[src/rtl/core/frma_pkg.sv]
// Shared types and constants for the FIFO random machine allocator.
package frma_pkg;

  localparam int JOB_W      = 16;
  localparam int NEED_W     = 6;
  localparam int MIDX_W     = 5;
  localparam int STATUS_W   = 2;
  localparam int SEED_W     = 16;
  localparam int PRESENT_W  = 6;
  localparam int MAX_RESULTS = 32;
  localparam int RES_W      = 6;

  localparam logic [SEED_W-1:0] LFSR_TAPS = 16'hB400;

  localparam logic [STATUS_W-1:0] ST_GRANTED   = 2'd0;
  localparam logic [STATUS_W-1:0] ST_REJ_FULL  = 2'd1;
  localparam logic [STATUS_W-1:0] ST_REJ_ZERO  = 2'd2;

  localparam logic REQ_ADD  = 1'b0;
  localparam logic REQ_FREE = 1'b1;

  localparam int REG_SEED    = 0;
  localparam int REG_PRESENT = 1;

  // Commands from the controller to the datapath.
  typedef struct packed {
    logic take_req;     // latch the accepted request and apply free
    logic enqueue;      // write the request into the job queue
    logic load_head;    // read the head entry and count free machines
    logic start_mod;    // step the LFSR and start the modulo
    logic mod_step;     // one restoring-division step
    logic scan_start;   // start the rank search
    logic scan_step;    // one bit of the rank search
    logic commit_pick;  // mark the found machine busy, load grant
    logic pop;          // retire the head job
    logic load_reject;  // load a rejection result
  } frma_cmd_t;

  // Status from the datapath to the controller.
  typedef struct packed {
    logic req_is_free;
    logic req_eos;
    logic need_zero;
    logic queue_full;
    logic queue_empty;
    logic count_busy;   // free machine count still running
    logic head_fits;    // need <= free count and within result budget
    logic mod_done;
    logic scan_hit;
    logic picks_done;   // all picks for the head job made
  } frma_stat_t;

endpackage

[src/rtl/core/fifo_random_machine_allocator.sv]
// Top level of the FIFO random machine allocator.
//
//  Channel   Signals                                              Direction
//  in        in_valid/in_stall, req_type, job_id, need_count,     sink
//            machine_index, end_of_set
//  out       out_valid/out_stall, grant_job, granted_machine,     source
//            status, last_of_run
//  cfg       psel, penable, pwrite, paddr, pwdata, prdata, pready slave
//
// One request is handled at a time: it is accepted, then decoded. For each
// head job the queue head is read and the free machines are counted one per
// cycle, and each pick takes an LFSR step, a modulo by restoring division, a
// rank search over the free map and a commit. A grant is held until the next
// pick or the end of the pass shows whether it is the last. Reset is
// synchronous; all machines present are free and the queue is empty. A
// stalled result holds the allocation, and the input stays stalled until the
// request is finished.
module fifo_random_machine_allocator #(
  parameter int NUM_MACHINES = 32,
  parameter int QUEUE_DEPTH  = 16
) (
  input  logic        clk,
  input  logic        rst,
  input  logic        in_valid,
  output logic        in_stall,
  input  logic        req_type,
  input  logic [15:0] job_id,
  input  logic [5:0]  need_count,
  input  logic [4:0]  machine_index,
  input  logic        end_of_set,
  output logic        out_valid,
  input  logic        out_stall,
  output logic [15:0] grant_job,
  output logic [4:0]  granted_machine,
  output logic [1:0]  status,
  output logic        last_of_run,
  input  logic        psel,
  input  logic        penable,
  input  logic        pwrite,
  input  logic [2:0]  paddr,
  input  logic [31:0] pwdata,
  output logic [31:0] prdata,
  output logic        pready
);
  frma_pkg::frma_cmd_t  cmd;
  frma_pkg::frma_stat_t stat;
  logic [15:0] seed_q;
  logic [5:0]  present_q;
  logic wr;

  assign pready = 1'b1;
  assign wr = psel && penable && pwrite;

  // Registers sit on word addresses, so bit 2 of the address picks one.
  always_comb begin
    case (paddr[2])
      1'(frma_pkg::REG_SEED): prdata = {16'd0, seed_q};
      default: prdata = {26'd0, present_q};
    endcase
  end

  frma_datapath #(.NUM_MACHINES(NUM_MACHINES), .QUEUE_DEPTH(QUEUE_DEPTH)) u_dp (
    .clk, .rst, .cmd, .stat,
    .in_req_type(req_type), .in_job_id(job_id), .in_need_count(need_count),
    .in_machine_index(machine_index), .in_end_of_set(end_of_set),
    .cfg_seed_we(wr && paddr[2] == 1'(frma_pkg::REG_SEED)),
    .cfg_present_we(wr && paddr[2] == 1'(frma_pkg::REG_PRESENT)),
    .cfg_wdata(pwdata), .seed_q, .present_q,
    .res_job(grant_job), .res_machine(granted_machine), .res_status(status)
  );

  frma_ctrl u_ctrl (
    .clk, .rst, .in_valid, .in_stall, .out_valid, .out_stall,
    .out_last(last_of_run), .stat, .cmd
  );
endmodule

[src/rtl/core/frma_datapath.sv]
// Datapath: free map, job queue memory, LFSR, modulo unit and rank search.
module frma_datapath #(
  parameter int NUM_MACHINES = 32,
  parameter int QUEUE_DEPTH  = 16
) (
  input  logic                            clk,
  input  logic                            rst,
  input  frma_pkg::frma_cmd_t             cmd,
  output frma_pkg::frma_stat_t            stat,
  input  logic                            in_req_type,
  input  logic [frma_pkg::JOB_W-1:0]      in_job_id,
  input  logic [frma_pkg::NEED_W-1:0]     in_need_count,
  input  logic [frma_pkg::MIDX_W-1:0]     in_machine_index,
  input  logic                            in_end_of_set,
  input  logic                            cfg_seed_we,
  input  logic                            cfg_present_we,
  input  logic [31:0]                     cfg_wdata,
  output logic [frma_pkg::SEED_W-1:0]     seed_q,
  output logic [frma_pkg::PRESENT_W-1:0]  present_q,
  output logic [frma_pkg::JOB_W-1:0]      res_job,
  output logic [frma_pkg::MIDX_W-1:0]     res_machine,
  output logic [frma_pkg::STATUS_W-1:0]   res_status
);
  localparam int MW = (NUM_MACHINES > 1) ? $clog2(NUM_MACHINES) : 1;
  localparam int CW = $clog2(NUM_MACHINES + 1);
  localparam int QW = (QUEUE_DEPTH > 1) ? $clog2(QUEUE_DEPTH) : 1;
  localparam int QCW = $clog2(QUEUE_DEPTH + 1);
  localparam int SW = frma_pkg::SEED_W;
  localparam int EW = frma_pkg::JOB_W + frma_pkg::NEED_W;

  logic [EW-1:0] qmem [QUEUE_DEPTH];
  logic [EW-1:0] head_rd;
  logic [QW-1:0] qhead, qtail;
  logic [QCW-1:0] qcount;

  logic [NUM_MACHINES-1:0] free_map;
  logic [SW-1:0] lfsr, lfsr_step;
  logic req_type;
  logic [frma_pkg::JOB_W-1:0] req_job;
  logic [frma_pkg::NEED_W-1:0] req_need;
  logic req_eos;
  logic [frma_pkg::NEED_W-1:0] picks_left;
  logic [CW-1:0] nfree;
  logic [frma_pkg::RES_W:0] nres;
  logic [SW-1:0] rem;
  logic [SW-1:0] dividend;
  logic [4:0] mod_cnt;
  logic [MW-1:0] scan_idx;
  logic [CW-1:0] rank;
  logic [CW-1:0] pop_cnt;
  logic [MW:0] pc_idx;
  logic counting;

  always_comb begin
    lfsr_step = lfsr >> 1;
    if (lfsr[0]) lfsr_step = lfsr_step ^ frma_pkg::LFSR_TAPS;
  end

  function automatic logic [NUM_MACHINES-1:0] pmask(input logic [frma_pkg::PRESENT_W-1:0] n);
    logic [NUM_MACHINES-1:0] m;
    m = '0;
    for (int i = 0; i < NUM_MACHINES; i++)
      if (i < int'(n)) m[i] = 1'b1;
    return m;
  endfunction

  logic [frma_pkg::PRESENT_W-1:0] wr_present;
  always_comb begin
    wr_present = cfg_wdata[frma_pkg::PRESENT_W-1:0];
    if (int'(wr_present) > NUM_MACHINES) wr_present = frma_pkg::PRESENT_W'(NUM_MACHINES);
  end

  // Queue memory: one write, one registered read.
  always_ff @(posedge clk) begin
    if (cmd.enqueue) qmem[qtail] <= {req_need, req_job};
    head_rd <= qmem[qhead];
  end

  logic [frma_pkg::NEED_W-1:0] head_need;
  assign head_need = head_rd[EW-1:frma_pkg::JOB_W];
  logic [SW-1:0] rem_sh;
  logic [SW:0] rem_try;
  assign rem_sh  = {rem[SW-2:0], dividend[SW-1]};
  assign rem_try = {1'b0, rem_sh} - {{(SW+1-CW){1'b0}}, nfree};

  always_ff @(posedge clk) begin
    if (rst) begin
      seed_q <= 16'd1;
      present_q <= frma_pkg::PRESENT_W'((NUM_MACHINES < 32) ? NUM_MACHINES : 32);
      free_map <= pmask(frma_pkg::PRESENT_W'((NUM_MACHINES < 32) ? NUM_MACHINES : 32));
      lfsr <= 16'd1;
      qhead <= '0; qtail <= '0; qcount <= '0;
      counting <= 1'b0;
      nres <= '0;
    end else begin
      if (cfg_seed_we) begin
        seed_q <= cfg_wdata[SW-1:0];
        lfsr <= (cfg_wdata[SW-1:0] == '0) ? SW'(1) : cfg_wdata[SW-1:0];
      end
      if (cfg_present_we) begin
        present_q <= wr_present;
        free_map <= pmask(wr_present);
      end
      if (cmd.take_req) begin
        req_type <= in_req_type; req_job <= in_job_id; req_need <= in_need_count;
        req_eos <= in_end_of_set;
        nres <= '0;
        if (in_req_type == frma_pkg::REQ_FREE && int'(in_machine_index) < int'(present_q)
            && int'(in_machine_index) < NUM_MACHINES)
          free_map[in_machine_index[MW-1:0]] <= 1'b1;
      end
      if (cmd.enqueue) begin
        qtail <= (int'(qtail) == QUEUE_DEPTH-1) ? '0 : qtail + 1'b1;
        qcount <= qcount + 1'b1;
      end
      // load_head: start popcount over free map, one bit per cycle
      if (cmd.load_head) begin
        counting <= 1'b1; pc_idx <= '0; pop_cnt <= '0;
        picks_left <= '0;
      end else if (counting) begin
        if (free_map[pc_idx[MW-1:0]]) pop_cnt <= pop_cnt + 1'b1;
        if (int'(pc_idx) == NUM_MACHINES-1) counting <= 1'b0;
        pc_idx <= pc_idx + 1'b1;
      end
      if (cmd.start_mod) begin
        if (picks_left == '0) begin
          picks_left <= head_need;
          nfree <= pop_cnt;
        end
        lfsr <= lfsr_step; dividend <= lfsr_step; rem <= '0; mod_cnt <= '0;
      end
      if (cmd.mod_step) begin
        if (!rem_try[SW]) rem <= rem_try[SW-1:0]; else rem <= rem_sh;
        dividend <= dividend << 1;
        mod_cnt <= mod_cnt + 1'b1;
      end
      if (cmd.scan_start) begin
        scan_idx <= '0; rank <= rem[CW-1:0];
      end
      if (cmd.scan_step && !stat.scan_hit) begin
        if (free_map[scan_idx]) rank <= rank - 1'b1;
        scan_idx <= scan_idx + 1'b1;
      end
      if (cmd.commit_pick) begin
        free_map[scan_idx] <= 1'b0;
        nfree <= nfree - 1'b1;
        picks_left <= picks_left - 1'b1;
        nres <= nres + 1'b1;
        res_job <= head_rd[frma_pkg::JOB_W-1:0];
        res_machine <= frma_pkg::MIDX_W'(scan_idx);
        res_status <= frma_pkg::ST_GRANTED;
      end
      if (cmd.pop) begin
        qhead <= (int'(qhead) == QUEUE_DEPTH-1) ? '0 : qhead + 1'b1;
        qcount <= qcount - 1'b1;
      end
      if (cmd.load_reject) begin
        res_job <= req_job; res_machine <= '0;
        res_status <= (req_need == '0) ? frma_pkg::ST_REJ_ZERO : frma_pkg::ST_REJ_FULL;
      end
    end
  end

  always_comb begin
    stat.req_is_free = req_type;
    stat.req_eos     = req_eos;
    stat.need_zero   = (req_need == '0);
    stat.queue_full  = (int'(qcount) >= QUEUE_DEPTH);
    stat.queue_empty = (qcount == '0);
    stat.count_busy  = counting;
    stat.head_fits   = !counting && (int'(head_need) <= int'(pop_cnt)) &&
                       (int'(nres) + int'(head_need) <= frma_pkg::MAX_RESULTS);
    stat.mod_done    = (int'(mod_cnt) == SW);
    stat.scan_hit    = free_map[scan_idx] && (rank == '0);
    stat.picks_done  = (picks_left == '0);
  end
endmodule

[src/rtl/core/frma_ctrl.sv]
// Controller state machine sequencing requests, allocation and result delivery.
module frma_ctrl (
  input  logic                 clk,
  input  logic                 rst,
  input  logic                 in_valid,
  output logic                 in_stall,
  output logic                 out_valid,
  input  logic                 out_stall,
  output logic                 out_last,
  input  frma_pkg::frma_stat_t stat,
  output frma_pkg::frma_cmd_t  cmd
);
  localparam logic [3:0] S_IDLE = 4'd0, S_DECODE = 4'd1, S_HEAD_RD = 4'd2,
    S_HEAD = 4'd3, S_COUNT = 4'd4, S_MOD = 4'd5, S_SCAN = 4'd6, S_OUT = 4'd7,
    S_REJ = 4'd8, S_FLUSH = 4'd9;

  logic [3:0] state, state_next;
  // A grant loaded in the datapath but not presented yet: whether it is the
  // last of the request is only known at the next pick or at the end.
  logic pend;
  logic ov, ol;
  logic rel_grant, rel_last;

  logic taken;
  assign taken = out_valid && !out_stall;
  assign out_valid = ov;
  assign out_last = ol;
  assign in_stall = (state != S_IDLE) || ov;

  always_comb begin
    cmd = '0;
    state_next = state;
    rel_grant = 1'b0;
    rel_last = 1'b0;
    case (state)
      S_IDLE: if (in_valid && !in_stall) begin
        cmd.take_req = 1'b1; state_next = S_DECODE;
      end
      S_DECODE: begin
        if (stat.req_is_free) begin
          state_next = stat.req_eos ? S_HEAD_RD : S_IDLE;
        end else if (stat.need_zero || stat.queue_full) begin
          cmd.load_reject = 1'b1; state_next = S_REJ;
        end else begin
          cmd.enqueue = 1'b1; state_next = S_HEAD_RD;
        end
      end
      S_HEAD_RD: state_next = stat.queue_empty ? S_FLUSH : S_HEAD;
      S_HEAD: begin cmd.load_head = 1'b1; state_next = S_COUNT; end
      S_COUNT: if (!stat.count_busy) begin
        // A head job that does not fit blocks the queue until the next trigger.
        if (stat.head_fits) begin
          cmd.start_mod = 1'b1; state_next = S_MOD;
        end else state_next = S_FLUSH;
      end
      S_MOD: if (stat.mod_done) begin
        cmd.scan_start = 1'b1; state_next = S_SCAN;
      end else cmd.mod_step = 1'b1;
      S_SCAN: begin
        if (!stat.scan_hit) begin
          cmd.scan_step = 1'b1;
        end else if (pend) begin
          rel_grant = 1'b1;
        end else if (!ov || taken) begin
          cmd.commit_pick = 1'b1; state_next = S_OUT;
        end
      end
      S_OUT: begin
        if (stat.picks_done) begin
          cmd.pop = 1'b1; state_next = S_HEAD_RD;
        end else begin
          cmd.start_mod = 1'b1; state_next = S_MOD;
        end
      end
      S_REJ: if (!ov || taken) state_next = S_IDLE;
      S_FLUSH: begin
        if (pend) begin
          rel_grant = 1'b1; rel_last = 1'b1;
        end else if (!ov || taken) begin
          state_next = S_IDLE;
        end
      end
      default: state_next = S_IDLE;
    endcase
  end

  always_ff @(posedge clk) begin
    if (rst) begin
      state <= S_IDLE; ov <= 1'b0; ol <= 1'b0; pend <= 1'b0;
    end else begin
      state <= state_next;
      if (cmd.load_reject) begin
        ov <= 1'b1; ol <= 1'b1;
      end else if (rel_grant) begin
        ov <= 1'b1; ol <= rel_last;
      end else if (taken) begin
        ov <= 1'b0;
      end
      if (rel_grant) pend <= 1'b0;
      else if (cmd.commit_pick) pend <= 1'b1;
    end
  end
endmodule

[config.mk]
export PLATFORM = sky130hd
export DESIGN_NAME = fifo_random_machine_allocator
export DESIGN_NICKNAME = d
export VERILOG_FILES = /design/src/rtl/core/frma_pkg.sv /design/src/rtl/core/fifo_random_machine_allocator.sv /design/src/rtl/core/frma_datapath.sv /design/src/rtl/core/frma_ctrl.sv
export SDC_FILE = /design/constraint.sdc
export NUM_CORES = 1
export LEC_CHECK = 0
export ABC_AREA = 1
export CORE_ASPECT_RATIO = 1.4
export CORE_MARGIN = 10
export CORE_UTILIZATION = 64
export DETAILED_ROUTE_END_ITERATION = 8
export DONT_BUFFER_PORTS = 1
export GPL_ROUTABILITY_DRIVEN = 0
export PLACE_DENSITY = 0.78
export SYNTH_ARGS = -nofsm -noshare
export SYNTH_HDL_FRONTEND = slang
export SYNTH_SLANG_ARGS = --single-unit
[constraint.sdc]
create_clock -name clk -period 4.31 [get_ports clk]
set_input_delay 0.431 -clock clk [delete_from_list [all_inputs] [get_ports clk]]
set_output_delay 0.431 -clock clk [all_outputs]
set_load 0.05 [all_outputs]
==> results of run 1 <==
-- worst min-delay path by stage --
stage / startpoint / to / slack, ns / cells past startpoint
5_1_grt: pwdata[2] / u_dp.seed_q[2] / 0.01 / 2
6_report: pwdata[8] / u_dp.seed_q[8] / 0.02 / 2
4_1_cts: pwdata[3] / u_dp.present_q[3] / 0.001 / 2
3_5_place_dp: u_dp.seed_q[12] / u_dp.seed_q[12] / 0.45 / 2
3_3_place_gp: u_dp.qcount[4] / u_dp.qcount[4] / 0.43 / 1
2_1_floorplan: u_dp.qcount[4] / u_dp.qcount[4] / 0.42 / 1
-- synth_stat cells (all sizes together) (2+ instances only) --
library cell,n,area (µm²)
nor3,29,161
o211ai,13,97.6
nand2,502,1900
o2111ai,2,17.5
conb,2,7.51
nor3b,2,20.0
fa,3,60.1
o32ai,52,455
dfxtp,120,2400
buf,58,358
mux2,2,22.5
nor4,5,31.3
edfxtp,470,14100
o22ai,2,12.5
a21oi,134,674
o21ai,223,1120
nand4,26,163
a22oi,2,15.0
nand3,133,678
xor2,20,175
a211oi,6,45.0
a31oi,3,18.8
inv,217,815
or2,3,18.8
xnor2,11,96.3
nand3b,4,30.0
o221ai,37,324
clkbuf,89,334
a221oi,2,17.5
ha,44,551
mux2i,36,360
nor2,374,1440
-- worst reg2reg max path, delay by kind of cell, from the launching register on --
family / cells / cell delay, ns
simple gates: 5 / 0.91
compound gates: 2 / 0.30
fa+ha+maj: 2 / 0.69
buf+inv: 3 / 0.73
flops: 1 / 0.41
-- area by class of cell --
cell class | instances | area, µm²
Clock buffer | 69 | 1460
Tap cell | 540 | 676
Clock inverter | 33 | 365
Sequential cell | 590 | 16500
Timing Repair Buffer | 68 | 636
Fill cell | 2902 | 12000
Multi-Input combinational cell | 1692 | 8670
Antenna cell | 1 | 2.50
Inverter | 218 | 821
-- registers in the layout (all words and copies together), names as in the netlist, 7 cells and up --
register       flops
u_dp.req_job      16
u_dp.free_map     32
u_dp.head_rd      22
u_dp.rem          15
u_dp.lfsr         16
u_dp.nres          7
u_dp.dividend     16
u_dp.qmem        352
u_dp.res_job      16
u_dp.seed_q       16
-- power breakdown --
group          internal, mW  switching, mW  total [mW]
Sequential             6.38          0.188        6.57
Clock                  2.73           2.14        4.87
Combinational         0.233          0.570       0.803
-- layout by cell type, fill, tap and decap left out, drive strengths merged, types with 3 or more instances in the layout --
master       synthesis  final
nor4                 5      5
nand4               26     26
or2                  3      3
nand3              133    133
buf                 58     38
dlygate4sd3          0     30
mux2i               36     36
o21ai              223    223
nand3b               4      4
nor3                29     29
fa                   3      3
a21oi              134    134
xor2                20     20
o221ai              37     37
nand2              502    502
nor2               374    374
o32ai               52     52
dfxtp              120    120
conb                 2     17
inv                217    221
o211ai              13     13
edfxtp             470    470
a211oi               6      6
ha                  44     44
a31oi                3      3
xnor2               11     11
clkbuf              89     69
bufinv               0      5
clkinvlp             0      5
clkinv               1     20
-- metrics by stage --
step / cells / setup WS [ns] / cell area, µm² / hold slack (ns) / utilization
floorplan: 2647 / 1.09 / 26600 / 0.423 / -
finish: 3211 / 0.895 / 29200 / 0.0214 / 0.708
global route: 3211 / 0.665 / 29200 / 0.0113 / 0.708
global placement: 3077 / 1.00 / 27000 / 0.431 / 0.656
detailed placement: 3077 / 0.911 / 27000 / 0.448 / 0.656
CTS: 3210 / 0.879 / 29200 / 0.00140 / 0.708
-- cells by family after synthesis --
family,share of synthesized area
fa+ha+maj,0.0230
xor+xnor,0.0102
other cells,0.000283
compound gates,0.106
mux,0.0144
simple gates,0.167
buf+inv,0.0568
flops,0.621
-- per-layer routing --
layer	vias up	GRT usage	share of wire	wire, µm
li1	9071	-	-	-
met1	9364	0.304	0.36	23900
met2	987	0.455	0.52	34000
met3	194	0.0381	0.081	5350
met4	0	0.122	0.042	2760
met5	-	0	0	0
==> flow_summary.toml, run 1 <==
[route]
totalWireLength_um = 66000
dr.pass1.iters = 6
routed-via-count = 19616
drtIter0Drc = 2024
wl_per_cell_um = 20.6
drc = 0
drtAntennaViolNets = 0
routed_via_density = 6.11

[pwr]
finalPower_mw = 12.2
power_density_mw_per_mm2 = 420
max-vdd-ir-drop_mv = 0.408
power.leakage_nw = 10.8

[clock_network]
cts_root_buf = "clkbuf_16"
clk_latency_ns = 0.61
cts.sinks = 590
htree_levels = 2
cts_buffers = 54
ctsResizeCount = 0
post_cts_buffers = 0
cts_buffer_depth = 3
postCtsHoldBufs = 31
cts_tree = "yes"
path_clk_slew_ns = 0.06

[critical_path]
crit_type = "reg -> reg"
critPathMaxFanout = 36
cp_top_family = "simple AND/OR/NAND/NOR gates"
path_cells = "ha_1, fa_1, or2_2, nor2_1, nand3_1, o21ai_2, nand3_1, buf_4, nand2_2, o21ai_0, inv_1, buf_4"
cpPeakStageDelay_ns = 0.44
cp.required_ns = 4.55
r2r_slack_ns = 0.89
cp-start-kind = "flip-flop"
worstSetupStartpoint = "u_dp.nres[0]"
cp_num_buf_inv = 3
r2r_start = "u_dp.nres[0]"
r2r.worst_path.cells = 12
cp-end-kind = "flip-flop"
cp.arrival_ns = 3.65
cpMaxStageDelayCell = "fa_1"
cp.depth = 12
critPathCapture = "u_dp.rem[14]"
r2r_end = "u_dp.rem[14]"

[grt]
first_global_vias = 19209
antenna_found_initial = 1
grt_overflow = 0
grt_use_total = 0.258
grt_first_pass_wirelength_um = 103000
grt_max_degree = 180

[floorplanning]
die-area_mm2 = 0.0502
core_area_mm2 = 0.0412
row_count = 88
die_width_um = 192
io_pins = 130
start_util = 0.645
die_h_um = 261

[sta]
max_slew_margin = 0.219
setup_tns_ns = 0
finalSetupViolations = 0
tightest_slew_ns = 1.17
fin_crit_sh = 0.792
finClkSkew_ns = 0.0219
drv_slew = 0
period_needed_ns = 3.42
rsz0062_at_grt = "false"
max_freq_ghz = 0.293
hold_viol_final = 0

[job]
cap_violations = 0

[placement]
portBuffers = 0
hpwl_um = 40800

[synthesis]
yosysSeqAreaShare = 0.621
async_reset_ff_frac = 0
avgSynthCellArea_um2 = 10.1
syn_inst = 2632
synth-edff-count = 470
synth_flop_cell = "edfxtp_1"
synth_cell_types = 54
ys_warn_count = 0
netlist_area_mm2 = 0.0266
ys_ff_latch = 590

[min_path]
hold_path_class = "in -> reg"

[cells_and_area]
layout-drive-gt1-share = 0.0689
syn_to_final_growth_pct = 9.71
fin_nets = 2742

[run_status]
status = "completed"
No activity file was read; power rests on OpenSTA's default activity.
==> run 2: changes to the inputs <==
==> constraint.sdc (replaced) <==
create_clock -name clk -period 3.4 [get_ports clk]
set_input_delay 0.34 -clock clk [delete_from_list [all_inputs] [get_ports clk]]
set_output_delay 0.34 -clock clk [all_outputs]
set_load 0.05 [all_outputs]
==> run 2 against run 1 <==
  * Final area up 1.1%
  * Sequential cell count unchanged
  * Combinational power up 32%
==> flow_summary.toml, run 2 (synthesis gave the netlist of run 1 again) <==
[run_status]
status = "completed"

[clock_network]
cts_buffers = 54
cts_tree = "yes"
clk_latency_ns = 0.59
path_clk_slew_ns = 0.06
cts_buffer_depth = 3
post_cts_buffers = 0
cts.sinks = 590
ctsResizeCount = 0
postCtsHoldBufs = 41
cts_root_buf = "clkbuf_16"
htree_levels = 2

[pwr]
max-vdd-ir-drop_mv = 0.531
power_density_mw_per_mm2 = 523
power.leakage_nw = 11.0
finalPower_mw = 15.4

[placement]
portBuffers = 0
dpl.cell_count = 3109
hpwl_um = 42200

[sta]
whs_ns = 0.0166
max_slew_margin = 0.332
max_freq_ghz = 0.336
finalSetupViolations = 0
hold_viol_final = 0
tightest_slew_ns = 0.995
rsz0062_at_grt = "false"
drv_slew = 0
period_needed_ns = 2.98
setup_tns_ns = 0
fin_crit_sh = 0.876
finClkSkew_ns = 0.0168

[route]
drc = 0
dr.pass1.iters = 6
drtAntennaViolNets = 0
routed_via_density = 6.07
totalWireLength_um = 65600
wl_per_cell_um = 20.2
drtIter0Drc = 2074
routed-via-count = 19736

[floorplanning]
start_util = 0.645
die-area_mm2 = 0.0502
core_area_mm2 = 0.0412
die_width_um = 192
io_pins = 130
row_count = 88
die_h_um = 261

[cells_and_area]
final_cells = 3252
top_register = "u_dp.qmem"
fill_cells = 2857
finish.utilization = 0.716
layout-drive-gt1-share = 0.0756
layout_commonest_cell = "nand2_1"
largest_register_ffs = 352
fin_nets = 2784
syn_to_final_growth_pct = 11.0
mostFrequentLayoutCells = "nand2_1, edfxtp_1, nor2_1"
top_regs = "u_dp.qmem: 352 flops, u_dp.free_map: 32 flops, u_dp.head_rd: 22 flops"

[critical_path]
r2r.worst_path.cells = 11
crit_type = "reg -> reg"
cpMostUsedCell = "nand3_1"
cpPeakStageDelay_ns = 0.43
cp.arrival_ns = 3.26
cp-end-kind = "flip-flop"
cp-start-kind = "flip-flop"
critPathMaxFanout = 28
path_cells = "ha_1, fa_1, or2_2, nor2_1, nand3_1, o21ai_2, nand3_1, nand2_2, o21ai_0, inv_1, buf_12"
cpMaxStageDelayCell = "dfxtp_1"
cp.required_ns = 3.68

[grt]
grt_max_degree = 84
grt_first_pass_wirelength_um = 102000
grt_use_total = 0.256
antenna_found_initial = 0
first_global_vias = 19281
grt_overflow = 0

[job]
cap_violations = 0

[min_path]
hold_depth = 3
hold_path_class = "in -> reg"
run 2: changes by cell type in the layout (fill, tap and decap cells not counted), moves of 3 or more:
cell           delta
clkbuf_1          +7
buf_4            +28
clkinvlp_4        -5
dlygate4sd3_1    +10
buf_12            +3
run 2: path summary, 6_finish.rpt:
| kind | from | end | slack [ns] |
|---|---|---|---|
| setup / recovery | u_dp.nres[0] | u_dp.rem[11] | 0.42 |
| hold / removal | pwdata[5] | u_dp.present_q[3] | 0.02 |
| setup reg to reg | u_dp.nres[0] | u_dp.rem[11] | 0.42 |
| hold reg to reg | u_dp.qcount[4] | u_dp.qcount[4] | 0.46 |
run 2: where the power goes:
group | internal [mW] | total, mW | switching (mW) | leakage [nW]
combinational | 0.319 | 1.06 | 0.743 | 4.83
sequential | 8.09 | 8.32 | 0.226 | 5.28
clock | 3.43 | 6.04 | 2.60 | 0.862
run 2: layout make-up:
class                   instances  area, µm²  area share
flip-flops and latches        590      16500       0.560
multi-input cells            1692       8670       0.294
clock buffers                  75       1480      0.0503
repair buffers                110       1030      0.0350
inverters                     218        821      0.0278
well taps                     540        676      0.0229
clock inverters                25        275     0.00933
diodes                          2       5.00    0.000170
run 2: metrics by stage:
| stage | setup WS [ns] | instance area (µm²) |
|---|---|---|
| floorplan | 0.179 | 26600 |
| global placement | 0.543 | 27300 |
| detailed placement | 0.459 | 27300 |
| CTS | 0.426 | 29500 |
| global route | 0.257 | 29500 |
| finish | 0.423 | 29500 |
run 2: critical path: cells and delay by family, from the launching register on:
kind,cells,cell delay [ns]
buffers and inverters,2,0.55
AND/OR/NAND/NOR,5,0.77
flip-flops,1,0.43
AO/OA/AOI/OAI,2,0.23
adder cells (fa/ha/maj),2,0.68
run 2: layer usage:
metal	track usage	share of wire	wire [µm]	vias to the layer above
li1	-	-	-	9177
met1	0.303	0.37	24100	9387
met2	0.447	0.51	33400	956
met3	0.0399	0.079	5180	216
met4	0.123	0.045	2940	0
met5	0	0	0	-
==> run 3: changes to the inputs <==
==> constraint.sdc (replaced) <==
create_clock -name clk -period 3.4 [get_ports clk]
set_input_delay 0.34 -clock clk [delete_from_list [all_inputs] [get_ports clk]]
set_output_delay 0.34 -clock clk [all_outputs]
set_load 0.005 [all_outputs]
==> run 3 against run 2 <==
  * Final area is 0.26% higher
  * Utilization increased by 0.19 points
  * Register-to-register slack worse by 0.03 ns
  * First-iteration DRC count rose by 5.4%
  * Critical endpoint is now u_dp.picks_left[5]
  * Largest power group unchanged
==> flow_summary.toml, run 3 (synthesis gave the netlist of run 1 again) <==
[run_status]
status = "completed"

[sta]
tightest_slew_ns = 1.03
max_slew_margin = 0.314
setup_tns_ns = 0
hold_viol_final = 0
drv_slew = 0
fin_crit_sh = 0.886
max_freq_ghz = 0.332
rsz0062_at_grt = "false"
finalSetupViolations = 0
setup_ws_ns = 0.389
period_needed_ns = 3.01
finClkSkew_ns = 0.0555

[route]
drc = 0
dr.pass1.iters = 6
totalWireLength_um = 66500
routed-via-count = 19895
routed_via_density = 6.12
drtAntennaViolNets = 0
wl_per_cell_um = 20.5
drtIter0Drc = 2186

[cells_and_area]
syn_to_final_growth_pct = 11.3
largest_register_ffs = 352
final_cells = 3253
fin_nets = 2783
mostFrequentLayoutCells = "nand2_1, edfxtp_1, nor2_1"
top_register = "u_dp.qmem"
layout_commonest_cell = "nand2_1"
top_regs = "u_dp.qmem: 352 flops, u_dp.free_map: 32 flops, u_dp.head_rd: 22 flops"
layout-drive-gt1-share = 0.0771
stdcell_area_mm2 = 0.0296

[clock_network]
cts_root_buf = "clkbuf_16"
post_cts_buffers = 0
cts.sinks = 590
cts_buffers = 54
cts_buffer_depth = 3
clk_latency_ns = 0.63
cts_tree = "yes"
path_clk_slew_ns = 0.06
htree_levels = 2

[floorplanning]
row_count = 88
die_h_um = 261
core_area_mm2 = 0.0412
start_util = 0.645
die-area_mm2 = 0.0502
die_width_um = 192
io_pins = 130

[job]
cap_violations = 0

[grt]
grt_max_degree = 88
grt_first_pass_wirelength_um = 104000
grt_use_total = 0.260
grt_overflow = 0
first_global_vias = 19515
antenna_found_initial = 2

[placement]
portBuffers = 0
dpl.cell_count = 3107
dpl-instance-area_mm2 = 0.0273
dp_slack_ns = 0.478
hpwl_um = 42600

[critical_path]
cp_top_family = "simple AND/OR/NAND/NOR gates"
path_cells = "inv_2, nand3_1, nand2_1, nand2_1, nand2_1, nor2_2, nand2_4, nand3_4, buf_4, o21ai_0, a21oi_1, nor2_1"
crit_type = "reg -> reg"
cp.arrival_ns = 3.35
cp-end-kind = "flip-flop"
cpMostUsedCell = "nand2_1"
critPathMaxFanout = 31
cp_num_buf_inv = 2
cpMaxStageDelayCell = "edfxtp_1"
cp.required_ns = 3.74
cp-start-kind = "flip-flop"
cpPeakStageDelay_ns = 0.66

[pwr]
power.leakage_nw = 11.0
finalPower_mw = 15.6
max-vdd-ir-drop_mv = 0.530
power_density_mw_per_mm2 = 526

[min_path]
hold_path_class = "in -> reg"
==> run 3: cell types whose count changed in the layout (fill, tap and decap cells not counted), moves of 4 or more <==
cell | before | now
clkbuf_1 | 16 | 12
o21ai_0 | 204 | 210
o21ai_1 | 18 | 12
clkinv_2 | 8 | 13
==> run 3: path summary, 6_finish.rpt <==
path                         to  slack, ns        startpoint  cells after the start
min           u_dp.present_q[2]       0.03         pwdata[5]                      3
max          u_dp.picks_left[5]       0.39  u_dp.scan_idx[1]                     12
max reg2reg  u_dp.picks_left[5]       0.39  u_dp.scan_idx[1]                     12
min reg2reg     u_dp.seed_q[10]       0.46   u_dp.seed_q[10]                      2
==> run 3: layer usage <==
| layer | track usage | vias to the layer above | wire (µm) |
|---|---|---|---|
| met4 | 0.121 | 0 | 3000 |
| met2 | 0.456 | 991 | 33700 |
| met5 | 0 | - | 0 |
| met1 | 0.307 | 9534 | 24500 |
| met3 | 0.0418 | 222 | 5330 |
| li1 | - | 9148 | - |
==> run 3: power by group <==
group	leakage (nW)	switching [mW]	internal (mW)	total, mW
Combinational	4.82	0.654	0.320	0.975
Sequential	5.28	0.225	8.09	8.32
Clock	0.910	2.68	3.59	6.27
Total	11.0	3.56	12.0	15.6
==> run 3: tightest hold or removal path, cell delays in order <==
cell     delay [ns]
nor2_1         0.05
o21ai_0        0.15
a21oi_1        0.05
==> run 3: area by class of cell <==
| class | count | area (µm²) |
|---|---|---|
| inverters | 218 | 821 |
| repair buffers | 109 | 1020 |
| clock buffers | 71 | 1470 |
| flip-flops and latches | 590 | 16500 |
| fillers | 2889 | 11600 |
| multi-input cells | 1692 | 8670 |
| diodes | 2 | 5.00 |
| clock inverters | 31 | 387 |
| well taps | 540 | 676 |
==> run 3: repair_timing <==
item	in CTS	in global routing
hold endpoints to repair	86	0
hold buffers	42	0
endpoints found under the setup margin	0	0
resized for setup	0	0
==> run 3: through the flow <==
stage,hold WS [ns],utilization
2_1_floorplan,0.423,-
3_3_place_gp,0.418,0.662
3_5_place_dp,0.419,0.662
4_1_cts,0.0158,0.718
5_1_grt,0.0557,0.718
6_report,0.0312,0.718
